File: config.mk
export PLATFORM = sky130hd
export DESIGN_NAME = srr_ram
export DESIGN_NICKNAME = d
export VERILOG_FILES = /design/src/rtl/srr_ram.sv
export SDC_FILE = /design/constraint.sdc
export NUM_CORES = 1
export LEC_CHECK = 0
export BUFFER_PORTS_ARGS = -buffer_cell sky130_fd_sc_hd__buf_2
export CORE_UTILIZATION = 55
export CTS_CLUSTER_SIZE = 24
export DETAILED_ROUTE_END_ITERATION = 12
export GPL_TIMING_DRIVEN = 0
export PLACE_DENSITY = 0.84
export SYNTH_ARGS = -nofsm -noshare
export SYNTH_HDL_FRONTEND = slang
export SYNTH_SLANG_ARGS = --single-unit
File: constraint.sdc
create_clock -name clk_i -period 2.3 [get_ports clk_i]
set_input_delay 0.46 -clock clk_i [delete_from_list [all_inputs] [get_ports clk_i]]
set_output_delay 0.46 -clock clk_i [all_outputs]
set_load 0.02 [all_outputs]
File: src/rtl/srr_ram.sv
// Generic single-write, single-read RAM with registered read data.
// No dependencies.
module srr_ram #(
  parameter int WIDTH = 8,
  parameter int DEPTH = 16
) (
  input  logic                     clk_i,
  input  logic                     we_i,
  input  logic [$clog2(DEPTH)-1:0] waddr_i,
  input  logic [WIDTH-1:0]         wdata_i,
  input  logic                     re_i,
  input  logic [$clog2(DEPTH)-1:0] raddr_i,
  output logic [WIDTH-1:0]         rdata_o
);

  logic [WIDTH-1:0] mem_q [DEPTH];
  logic [WIDTH-1:0] rdata_q;

  always_ff @(posedge clk_i) begin
    if (we_i) begin
      mem_q[waddr_i] <= wdata_i;
    end
    if (re_i) begin
      rdata_q <= mem_q[raddr_i];
    end
  end

  assign rdata_o = rdata_q;

endmodule

* After elaboration in Yosys (flattened, before gate mapping)
Memories as Yosys holds them, arrays and structs flattened. A register that Yosys moved wholly into a read port is not among the register bits.
Index checks and enable logic that the tools add are counted.
** Operators by class
- Mux-type cells :: 2
** Operators with widths (number)
- $mux 1 :: 2
** Storage, ports and cells
- Logic and storage cells :: 3
- Memories kept :: 1
- Memory bits (writable) :: 128
- Output and inout port bits :: 8
- Register bits after elaboration :: 0
** Memories
- mem_q :: words 16, bits a word 8, rd ports 1, clocked after Yosys merged registers in 1, wr ports 1, line 16 : logic [WIDTH-1:0] mem_q [DEPTH];

* Depth between registers and ports, before layout
- Word-level depth :: 2
- Mapped depth :: 5
- Gate-level depth less buffers :: 3

* Worst setup path before layout
Ideal clock, no wire load.
- Kind :: input to register
- Start point :: input port waddr_i[2]
- End point :: memory mem_q[0][0], enable pin
- Setup time :: 0.383 ns
- Stages :: 2
- Setup slack :: 0.347 ns
- Arrival :: 1.570 ns
- Path through :: or3b_2 nor3_1
** RTL lines
- start: declaration :: line 9 : input logic [$clog2(DEPTH)-1:0] waddr_i,
- end: declaration :: line 16
No word-level cell before the write port.

* Worst setup path in the final report
- Start point :: input port waddr_i[2]
- End point :: memory mem_q[0][4], enable pin
No word-level cell before the write port.

==> flow_metrics.env <==
export IMPL_status="finished clean"
export IMPL_synth_seq_cells=136
export IMPL_synth_net_count=248
export IMPL_path_clk_slew_ps=60
export IMPL_setup_violations=0
export IMPL_arrival_ps=2150
export IMPL_antenna_left=0
export IMPL_final_common_cell="edfxtp_1"
export IMPL_syn_to_final_growth_pct=17.0
export IMPL_cts_buffers_inserted=17
export IMPL_syn_inst=229
export IMPL_fp_row_count=35
export IMPL_swShare_pct=20.5
export IMPL_end_kind="register"
export IMPL_grt_max_degree=17
export IMPL_fin_nets=293
export IMPL_r2r_start="mem_q[5][1]$_DFFE_PP_"
export IMPL_p_clk_share_pct=46.3
export IMPL_hold_ws_ps=288
export IMPL_min_delay_path_depth=1
export IMPL_grt_pass1_vias=2477
export IMPL_worstPathCellList="buf_2 > or3b_2 > nor3_1"
export IMPL_tns_ps=0
export IMPL_worstMarginPinSlew_ps=1340
export IMPL_vdd_ir_drop_max_v=0.000593
export IMPL_place_hpwl_mm=5.83
export IMPL_slew_limit_headroom_pct=10.2
export IMPL_intPower_w=0.00455
export IMPL_grt_pass1_wl_mm=14.3
export IMPL_boundaryPins=27
export IMPL_cp_num_cells=3
export IMPL_syn_area_um2=5230
export IMPL_power_density_nw_per_um2=936
export IMPL_dp_slack_ps=-185
export IMPL_drt_first_pass_iters=5
export IMPL_maxCapViolCount=0
export IMPL_critical_path_max_fanout=8
export IMPL_min_period_over_period_pct=88.4
export IMPL_hp_start="re_i"
export IMPL_synth_cell_types=18
export IMPL_via_per_inst=6.00
export IMPL_cts_sinks=136
export IMPL_startpoint_type="primary input"
export IMPL_critical_path_class="in -> reg"
export IMPL_sequentialPowerShare_pct=49.0
export IMPL_cts_hold_buffers_added=0
export IMPL_slowest_delay_ps=1040
export IMPL_post_cts_resized=0
export IMPL_rrSetupSlack_ps=720
export IMPL_die_area_um2=9900
export IMPL_via_count=2498
export IMPL_critPathRequiredTime_ps=2420
export IMPL_die_x_um=99.5
export IMPL_die_h_um=99.5
export IMPL_cts_tree="done"
export IMPL_wire_per_inst_um=23.1
export IMPL_core_um2=9240
export IMPL_drive_above_1_share_pct=30.3
export IMPL_drcViolationCount=0
export IMPL_yosysWarningCount=0
export IMPL_worstReg2RegEnd="rdata_o[1]$_DFFE_PP_"
export IMPL_place_congestion=0.706
export IMPL_finalWirelength_mm=9.61
export IMPL_slew_viol_final=0
export IMPL_grt_usage_pct=21.5
export IMPL_dr_first_iter_drc_count=315
export IMPL_whs_endpoint="rdata_o[0]$_DFFE_PP_"
export IMPL_htree_levels=4
export IMPL_seq_area_frac_synth_pct=78.1
export IMPL_syn_avg_cell_area_um2=22.8
export IMPL_power_switching_w=0.00117
export IMPL_grt_overflow=0
export IMPL_hold_violations=0
export IMPL_reg2regPathDepth=3
export IMPL_antenna_found_initial=0
export IMPL_p_leak_nw=2.05
export IMPL_timing_final_ws_setup_ps=266
export IMPL_cts_root_buffer="clkbuf_8"
export IMPL_hold_path_class="in -> reg"
export IMPL_fmax_mhz=492
export IMPL_critical_path_top_delay_family="simple AND/OR/NAND/NOR gates"
export IMPL_skew_ps=7.73
export IMPL_insertion_delay_ps=510
export IMPL_mostFrequentLayoutCells="edfxtp_1 (136), buf_2 (28), mux4_2 (18)"
export IMPL_clockBufferDepth=2
export IMPL_slowest_stage="nor3_1"
export IMPL_rsz0062_at_grt="no"
export IMPL_antenna_cells=0
export IMPL_fin_crit_ps=2030
export IMPL_cts_setup_buffers=0
export IMPL_pwr_share_comb_pct=4.8
export IMPL_worst_path_buf_inv=1
export IMPL_start_util_pct=56.6
export IMPL_numPortBuffers=25
==> how the worst max path moves through the flow <==
stage               start                    end
6_report       waddr_i[2]  mem_q[0][4]$_DFFE_PP_
5_1_grt        waddr_i[2]  mem_q[0][4]$_DFFE_PP_
4_1_cts        waddr_i[2]  mem_q[0][5]$_DFFE_PP_
3_5_place_dp   waddr_i[2]  mem_q[0][7]$_DFFE_PP_
3_3_place_gp   waddr_i[2]  mem_q[0][7]$_DFFE_PP_
2_1_floorplan  waddr_i[2]  mem_q[0][0]$_DFFE_PP_
==> cell type report <==
type	instances	area [um2]
tap	129	161
clock inverter	15	178
fill	573	3120
timing repair buffer	26	133
buffer	10	86.3
clock buffer	17	414
multi-input combinational	83	1060
sequential	136	4080
==> power by group through the flow <==
stage / Sequential, W / Combinational [W] / Clock (W)
6_report: 0.00281 / 0.000273 / 0.00265
5_1_grt: 0.00281 / 0.000290 / 0.00278
4_1_cts: 0.00281 / 0.000273 / 0.00268
3_5_place_dp: 0.00286 / 0.000271 / 0
3_3_place_gp: 0.00285 / 0.000261 / 0
2_1_floorplan: 0.00287 / 0.000141 / 0
==> cells in the mapped netlist <==
master | n | area, um2
nor2b_1 | 1 | 6.26
nor3_1 | 4 | 20.0
edfxtp_1 | 136 | 4080
nand3b_1 | 2 | 15.0
nand2_1 | 9 | 33.8
or3b_2 | 1 | 8.76
a22oi_1 | 16 | 120
buf_4 | 1 | 7.51
nand3_1 | 1 | 5.00
buf_6 | 3 | 33.8
and2_1 | 1 | 6.26
nand2b_1 | 2 | 12.5
mux4_2 | 18 | 405
and2b_1 | 1 | 7.51
buf_2 | 3 | 15.0
clkdlybuf4s25_2 | 3 | 30.0
nor2_1 | 13 | 48.8
mux4_1 | 14 | 368
==> cell families after synthesis <==
logic type	share of synthesized area, %
flip-flops	78.1
AND/OR/NAND/NOR	3.14
multiplexers	14.8
AO/OA/AOI/OAI	2.30
buffers and inverters	1.65
==> through the flow <==
step | std cells | util, % | power (W) | instance area [um2]
detailed placement | 383 | 59.7 | 0.00313 | 5510
floorplan | 229 | - | 0.00301 | 5230
CTS | 415 | 66.1 | 0.00576 | 6110
global placement | 383 | 59.7 | 0.00311 | 5510
finish | 416 | 66.2 | 0.00573 | 6120
global route | 416 | 66.2 | 0.00588 | 6120
==> flip-flops by register name, indices dropped and copies added (netlist names) <==
signal,cells
mem_q,128
rdata_o,8
==> layer usage <==
layer / global-route usage [%] / wire (um)
met5: 0 / 0
met4: 12.2 / 300
met3: 4.64 / 789
met2: 31.8 / 4600
met1: 30.3 / 3920
==> worst register-to-register path: cells and delay by family, from the launching register on <==
family           cells  cell delay [ps]
multiplexers         1              570
flip-flops           1              370
AO/OA/AOI/OAI        1              270
AND/OR/NAND/NOR      1              120
No activity file was read; power rests on OpenSTA's default activity.
