[config.mk]
export PLATFORM = sky130hd
export DESIGN_NAME = srr_csum_unit
export DESIGN_NICKNAME = d
export VERILOG_FILES = /design/src/rtl/srr_pkg.sv /design/src/rtl/srr_csum_unit.sv
export SDC_FILE = /design/constraint.sdc
export NUM_CORES = 1
export LEC_CHECK = 0
export BUFFER_PORTS_ARGS = -buffer_cell sky130_fd_sc_hd__buf_4
export CAP_MARGIN = 20
export CELL_PAD_IN_SITES_DETAIL_PLACEMENT = 1
export CELL_PAD_IN_SITES_GLOBAL_PLACEMENT = 1
export CORE_ASPECT_RATIO = 1.5
export CORE_MARGIN = 2
export CORE_UTILIZATION = 30
export CTS_CLUSTER_DIAMETER = 30
export DETAILED_ROUTE_END_ITERATION = 8
export HOLD_SLACK_MARGIN = 0.15
export PLACE_DENSITY = 0.79
export REMOVE_ABC_BUFFERS = 1
export SLEW_MARGIN = 30
export SYNTH_ARGS = -nofsm -noshare
export SYNTH_HDL_FRONTEND = slang
export SYNTH_SLANG_ARGS = --single-unit
[constraint.sdc]
create_clock -name clk_i -period 14.3 [get_ports clk_i]
set_input_delay 1.43 -clock clk_i [delete_from_list [all_inputs] [get_ports clk_i]]
set_output_delay 1.43 -clock clk_i [all_outputs]
set_load 0.03 [all_outputs]
[src/rtl/srr_pkg.sv]
// Shared constants, types and helpers for the selective-repeat receiver.
// Used by srr_csum_unit and selective_repeat_receiver; depends on nothing.
package srr_pkg;

  localparam int BUFFER_DEPTH = 32;
  localparam int MAX_RUN      = 32;
  localparam int SLOT_W       = $clog2(BUFFER_DEPTH);
  localparam int SEQ_W        = 31;
  localparam int WORD_W       = 32;
  localparam int WIN_W        = 6;
  localparam int RUN_W        = $clog2(MAX_RUN + 1);
  localparam int PAYLOAD_W    = 160;
  localparam int GROUP_W      = 32;
  localparam int GROUPS       = PAYLOAD_W / GROUP_W;
  localparam int GROUP_CNT_W  = $clog2(GROUPS);
  localparam int GROUP_BYTES  = GROUP_W / 8;
  localparam int WIN_MAX      = (BUFFER_DEPTH < MAX_RUN) ? BUFFER_DEPTH : MAX_RUN;

  localparam int IN_TDATA_W   = 256;
  localparam int OUT_TDATA_W  = 224;
  localparam int APB_ADDR_W   = 3;
  localparam int APB_DATA_W   = 32;

  // register index decoded from paddr[2]
  localparam logic REG_WINDOW = 1'b0;

  localparam logic [WIN_W-1:0]  WINDOW_RESET = WIN_W'(8);
  localparam logic [SEQ_W-1:0]  BASE_RESET   = SEQ_W'(1);
  localparam logic [SLOT_W-1:0] SLOT_RESET   = SLOT_W'(1 % BUFFER_DEPTH);
  // slot offset lost when the base wraps past 2^31
  localparam logic [SLOT_W-1:0] WRAP_SLOT    = SLOT_W'((64'd1 << SEQ_W) % BUFFER_DEPTH);

  localparam logic KIND_ACK     = 1'b0;
  localparam logic KIND_DELIVER = 1'b1;

  typedef struct packed {
    logic                   load;
    logic                   step;
    logic [GROUP_CNT_W-1:0] group;
  } csum_ctrl_t;

  function automatic logic [WIN_W-1:0] eff_window(input logic [WIN_W-1:0] w);
    if (int'(w) > WIN_MAX) return WIN_W'(WIN_MAX);
    return w;
  endfunction

endpackage

[src/rtl/srr_csum_unit.sv]
// Checksum accumulator: adds one 32-bit group of signed payload bytes per step.
// Depends on srr_pkg.
module srr_csum_unit (
  input  logic                           clk_i,
  input  srr_pkg::csum_ctrl_t            ctrl_i,
  input  logic [srr_pkg::WORD_W-1:0]     init_i,
  input  logic [srr_pkg::PAYLOAD_W-1:0]  payload_i,
  output logic [srr_pkg::WORD_W-1:0]     sum_o
);

  logic [srr_pkg::WORD_W-1:0]  acc_q;
  logic [srr_pkg::GROUP_W-1:0] group_word;
  logic [srr_pkg::WORD_W-1:0]  group_sum;

  assign group_word = payload_i[ctrl_i.group * srr_pkg::GROUP_W +: srr_pkg::GROUP_W];

  always_comb begin
    logic [7:0] b;
    group_sum = '0;
    for (int i = 0; i < srr_pkg::GROUP_BYTES; i++) begin
      b = group_word[i*8 +: 8];
      group_sum = group_sum + {{(srr_pkg::WORD_W-8){b[7]}}, b};
    end
  end

  always_ff @(posedge clk_i) begin
    if (ctrl_i.load) begin
      acc_q <= init_i;
    end else if (ctrl_i.step) begin
      acc_q <= acc_q + group_sum;
    end
  end

  assign sum_o = acc_q;

endmodule

* After elaboration in Yosys (flattened, before gate mapping)
Index checks and enable logic that the tools add are counted.
** Operators by class
- $add $sub $neg :: 4
- Shifts and indexed selects :: 1
- Muxes and demuxes :: 2
- Reductions and logical operators :: 1
** Operators by type and width (count)
- variable part select 160 x 9 -> 32 bit :: 1
- two-way mux 32 bit :: 2
- adder 32 bit :: 1
- adder 10 x 8 -> 11 bit :: 1
- adder 9 x 8 -> 10 bit :: 1
- adder 8 x 8 -> 9 bit :: 1
- nonzero test 2 bit :: 1
** Storage, ports and cells
- Register bits :: 32
- Output and inout bits :: 32

* Longest topological paths before layout
- Depth in word-level cells :: 7
- Gate-level depth with buffers :: 26
- Mapped depth without buffers :: 24

* Worst setup path before layout
OpenSTA, ideal clock, no wires.
- Path type :: input-to-reg
- Start point :: in ctrl_i[0] (netlist bit)
- End point :: reg acc_q, in the netlist sum_o[22], data pin
- Setup time :: 0.265 ns
- Arrival :: 6.630 ns
- Required time :: 14.035 ns
- Path slack :: 7.405 ns
- Stages :: 23
- Path buffers :: 2
- Cells stage by stage :: buf_2 > buf_1 > mux2i_1 > o22a_1 > fa_1 > fa_1 > inv_1 > ha_1 > fa_1 > a21o_1 > a21oi_1 > o21bai_1 > a21oi_1 > o21ai_0 > xor2_1 > ha_1 > nand3_2 > o211ai_2 > a21o_1 > a31o_4 > a21bo_4 > a2111oi_4 > nor3_1
** On the way
- Cells in the longest elaborated chain, start to end :: 7
** Ends and longest elaborated chain
- start: declaration :: RTL line srr_csum_unit.sv:5 : input srr_pkg::csum_ctrl_t ctrl_i,
- variable part select 160 x 9 -> 32 bit * :: RTL line srr_csum_unit.sv:15 : assign group_word = payload_i[ctrl_i.group * srr_pkg::GROUP_W +: srr_pkg::GROUP_W];
- adder 8 x 8 -> 9 bit :: RTL line srr_csum_unit.sv:22 : group_sum = group_sum + {{(srr_pkg::WORD_W-8){b[7]}}, b};
- adder 9 x 8 -> 10 bit :: RTL line srr_csum_unit.sv:22
- adder 10 x 8 -> 11 bit * :: RTL line srr_csum_unit.sv:22
- adder 32 bit * :: RTL line srr_csum_unit.sv:30 : acc_q <= acc_q + group_sum;
- two-way mux 32 bit * :: RTL line srr_csum_unit.sv:29 : end else if (ctrl_i.step) begin
- two-way mux 32 bit * :: RTL line srr_csum_unit.sv:27 : if (ctrl_i.load) begin
- end signal: assignment :: RTL line srr_csum_unit.sv:28 : acc_q <= init_i;
- end signal: assignment :: RTL line srr_csum_unit.sv:30
- end: declaration :: RTL line srr_csum_unit.sv:11 : logic [srr_pkg::WORD_W-1:0] acc_q;
Every way passes the cells marked *; elsewhere a longest branch is shown, timed or not. The select of a mux whose other input is x is not followed.
A chain may end at the register's enable or synchronous reset.

* Worst setup path in the final report
- Start point :: in ctrl_i[0] (netlist bit)
- End point :: reg acc_q, in the netlist sum_o[31], data pin
Same word-level chain as after synthesis.

==> flow_summary.yaml <==
yosys:
  ys_seq_elements: 32
  synth_seq_area_share_pct: 18.3
  synth_top_cell_area_share_pct: 18.3
  synth.cell_area_um2: 5240
  yosys_warnings: 0
  post-synth-top-area-cell: "edfxtp_1"
  synth.avg_cell_area_um2: 8.43
  synth.distinct_cells: 67
  synthArstFlopShare_pct: 0
  synth_ff_type: "edfxtp_1"
  synth.area.top_cells: "edfxtp_1 (18%), mux2i_1 (13%), ha_1 (10%)"
  synthCells: 622
  synth_edf_count: 32
placement:
  finalWeightedCongestion: 0.859
  io_buffers: 229
  dp_hpwl_um: 14800
route:
  drc: 0
  finalWirelength_um: 18300
  dr.first_iter.drc_count: 180
  via_per_inst: 5.31
  dr.pass1.iters: 4
  ant_nets: 0
  via_count: 5484
  wl_per_cell_um: 17.7
finish:
  syn2layout_area_growth_pct: 37.9
  layout.nets: 1078
  layout_common_cells: "buf_4 (231), mux2i_1 (66), a21oi_1 (62)"
  diodes: 0
  layout_commonest_cell: "buf_4"
  largest_reg_flops: 32
  drive_above_1_share_pct: 31.8
pwr:
  comb_power_share_pct: 81.9
  p_leak_nw: 3.36
  cellPowerDensity_nw_per_um2: 267
  max-vdd-ir-drop_mv: 0.142
  p_switching_mw: 1.02
  p_seq_share_pct: 11.6
  p_int_mw: 0.908
  power_frac_clock_pct: 6.5
  switching_share_pct: 52.9
floorplan:
  die_h_um: 166
  initial_utilization_pct: 30.5
  die_area_um2: 18600
  ioPinCount: 230
  die_w_um: 112
  num_rows: 59
  core_area_um2: 17200
status:
  status: "finished, final reports clean"
sta:
  worstMarginPinSlew_ps: 857
  rsz0062_at_grt: "no"
  whs_ps: 715
  period_share_pct: 54.3
  period_minus_slack_ps: 7760
  maxSlewHeadroom_pct: 42.9
  hold_violations: 0
  fmax_mhz: 129
  maxSlewViolCount: 0
  tns_ps: 0
  finalSetupViolations: 0
  final.setup_skew_ps: 5.67
global_routing:
  first_global_vias: 5945
  grt-ovfl-total: 0
  grt_pass1_wl_um: 29300
  grt_max_degree: 66
  antenna_found_initial: 0
  grt_usage_pct: 19.3
critical_path:
  required_ps: 14350
  timing.rr.start: "sum_o[16]$_DFFE_PP_"
  rrSetupSlack_ps: 11560
  critPathArrivalTime_ps: 7810
  worstRegToRegCells: 8
  crit_path_cell_trace: "buf_4 > nor2b_2 > buf_4 > a21oi_1 > o22a_1 > fa_1 > fa_1 > inv_1 > ha_1 > a21oi_1 > o22ai_1 > o41ai_1 > a31o_2 > ha_1 > a21oi_1 > o21ai_0 > a211oi_1 > nor3b_1 > a21oi_2 > xnor2_1 > mux2_2"
  cp_common_cell: "a21oi_1"
  start_kind: "input pin"
  worst-setup-path-type: "in2reg"
  reg2reg_to: "sum_o[31]$_DFFE_PP_"
  worst_path_max_delay_cell: "buf_4"
  endpoint_kind: "register"
  critical_path.max_fanout: 65
  slowest_delay_ps: 620
clocking:
  clkSinkCount: 32
  numCtsBuffers: 5
  holdBufCountCts: 0
  clk_path_buf_depth: 2
  cts_tree: "built"
  path_clk_slew_ps: 60
  worstSkewPairLatency_ps: 290
  cts_resized: 0
  h-tree-depth: 2
  post_cts_buffers: 0
  ctsRootBufferMaster: "clkbuf_16"
min_path:
  hold_path_class: "reg2reg"
  hold_end: "sum_o[0]$_DFFE_PP_"
  min_path_cells: 2
  hp-start: "sum_o[0]$_DFFE_PP_"
flow_run:
  drv_cap: 0
## layer usage
layer	vias to the layer above	routed length, um	global-route usage, %
met4	0	385	5.51
li1	2702	-	-
met3	19	1000	2.92
met1	2597	6550	19.3
met5	-	0	0
met2	166	10400	40.0
## critical path: cells and delay by family
family                     cells  cell delay (ps)
xor gates and xnor gates       1              130
AOI/OAI and AO/OA             10             2540
and+or+nand+nor                2              570
adders and majority gates      4             1790
buffers and inverters          3             1020
muxes                          1              260
## power by group through the flow
| stage | logic (mW) | registers, mW | clock network, mW |
|---|---|---|---|
| 3_5_place_dp | 1.58 | 0.227 | 0 |
| 3_3_place_gp | 1.55 | 0.226 | 0 |
| 4_1_cts | 1.60 | 0.226 | 0.129 |
| 5_1_grt | 1.75 | 0.231 | 0.131 |
| 6_report | 1.58 | 0.224 | 0.126 |
| 2_1_floorplan | 1.08 | 0.310 | 0 |
## cells in the mapped netlist, types with 9 or more instances
cell type	count
xnor2_1	15
o22ai_1	11
edfxtp_1	32
ha_1	43
o21ai_1	9
o21a_1	9
clkbuf_1	21
o22a_1	28
a21oi_1	62
a21o_1	15
fa_1	18
nor2_1	56
xor2_1	11
mux2i_1	66
nor3_1	10
inv_1	24
nand3_1	9
o21ai_0	28
nand2_1	54
buf_2	11
## stage by stage
step	total power, mW	cell area, um^2	setup slack (ps)	util, %	std cells
2_1_floorplan	1.39	5060	6950	-	581
3_3_place_gp	1.77	7070	6360	41.1	1025
3_5_place_dp	1.81	7070	6280	41.1	1025
4_1_cts	1.95	7230	6560	42.0	1033
5_1_grt	2.11	7230	5990	42.0	1033
6_report	1.93	7230	6540	42.0	1033
## cells by family (layout without fill, tap and decap cells)
| family | Yosys count | after routing | synth area share (%) |
|---|---|---|---|
| DFF | 32 | 32 | 18.3 |
| and+or+nand+nor | 163 | 163 | 14.5 |
| adders and majority gates | 61 | 61 | 17.1 |
| AOI/OAI and AO/OA | 205 | 205 | 27.2 |
| buffers and inverters | 65 | 263 | 5.11 |
| xor gates and xnor gates | 26 | 26 | 4.34 |
| muxes | 70 | 70 | 13.5 |
## cell type report
cell class | instances | area [um^2]
Fill cell | 2106 | 9970
Multi-Input combinational cell | 525 | 4020
Sequential cell | 32 | 961
Clock buffer | 5 | 125
Clock inverter | 3 | 37.5
Tap cell | 213 | 267
Timing Repair Buffer | 231 | 1730
Inverter | 24 | 90.1
## worst max-delay path by stage
stage | slack (ps) | cells after the start | to | from
6_report | 6540 | 21 | sum_o[31]$_DFFE_PP_ | ctrl_i[0]
5_1_grt | 5990 | 21 | sum_o[31]$_DFFE_PP_ | ctrl_i[0]
4_1_cts | 6560 | 21 | sum_o[31]$_DFFE_PP_ | ctrl_i[0]
3_5_place_dp | 6280 | 21 | sum_o[31]$_DFFE_PP_ | ctrl_i[0]
3_3_place_gp | 6360 | 21 | sum_o[31]$_DFFE_PP_ | ctrl_i[0]
2_1_floorplan | 6950 | 22 | sum_o[22]$_DFFE_PP_ | ctrl_i[0]
Note: power is estimated with default switching activity, not from simulation.
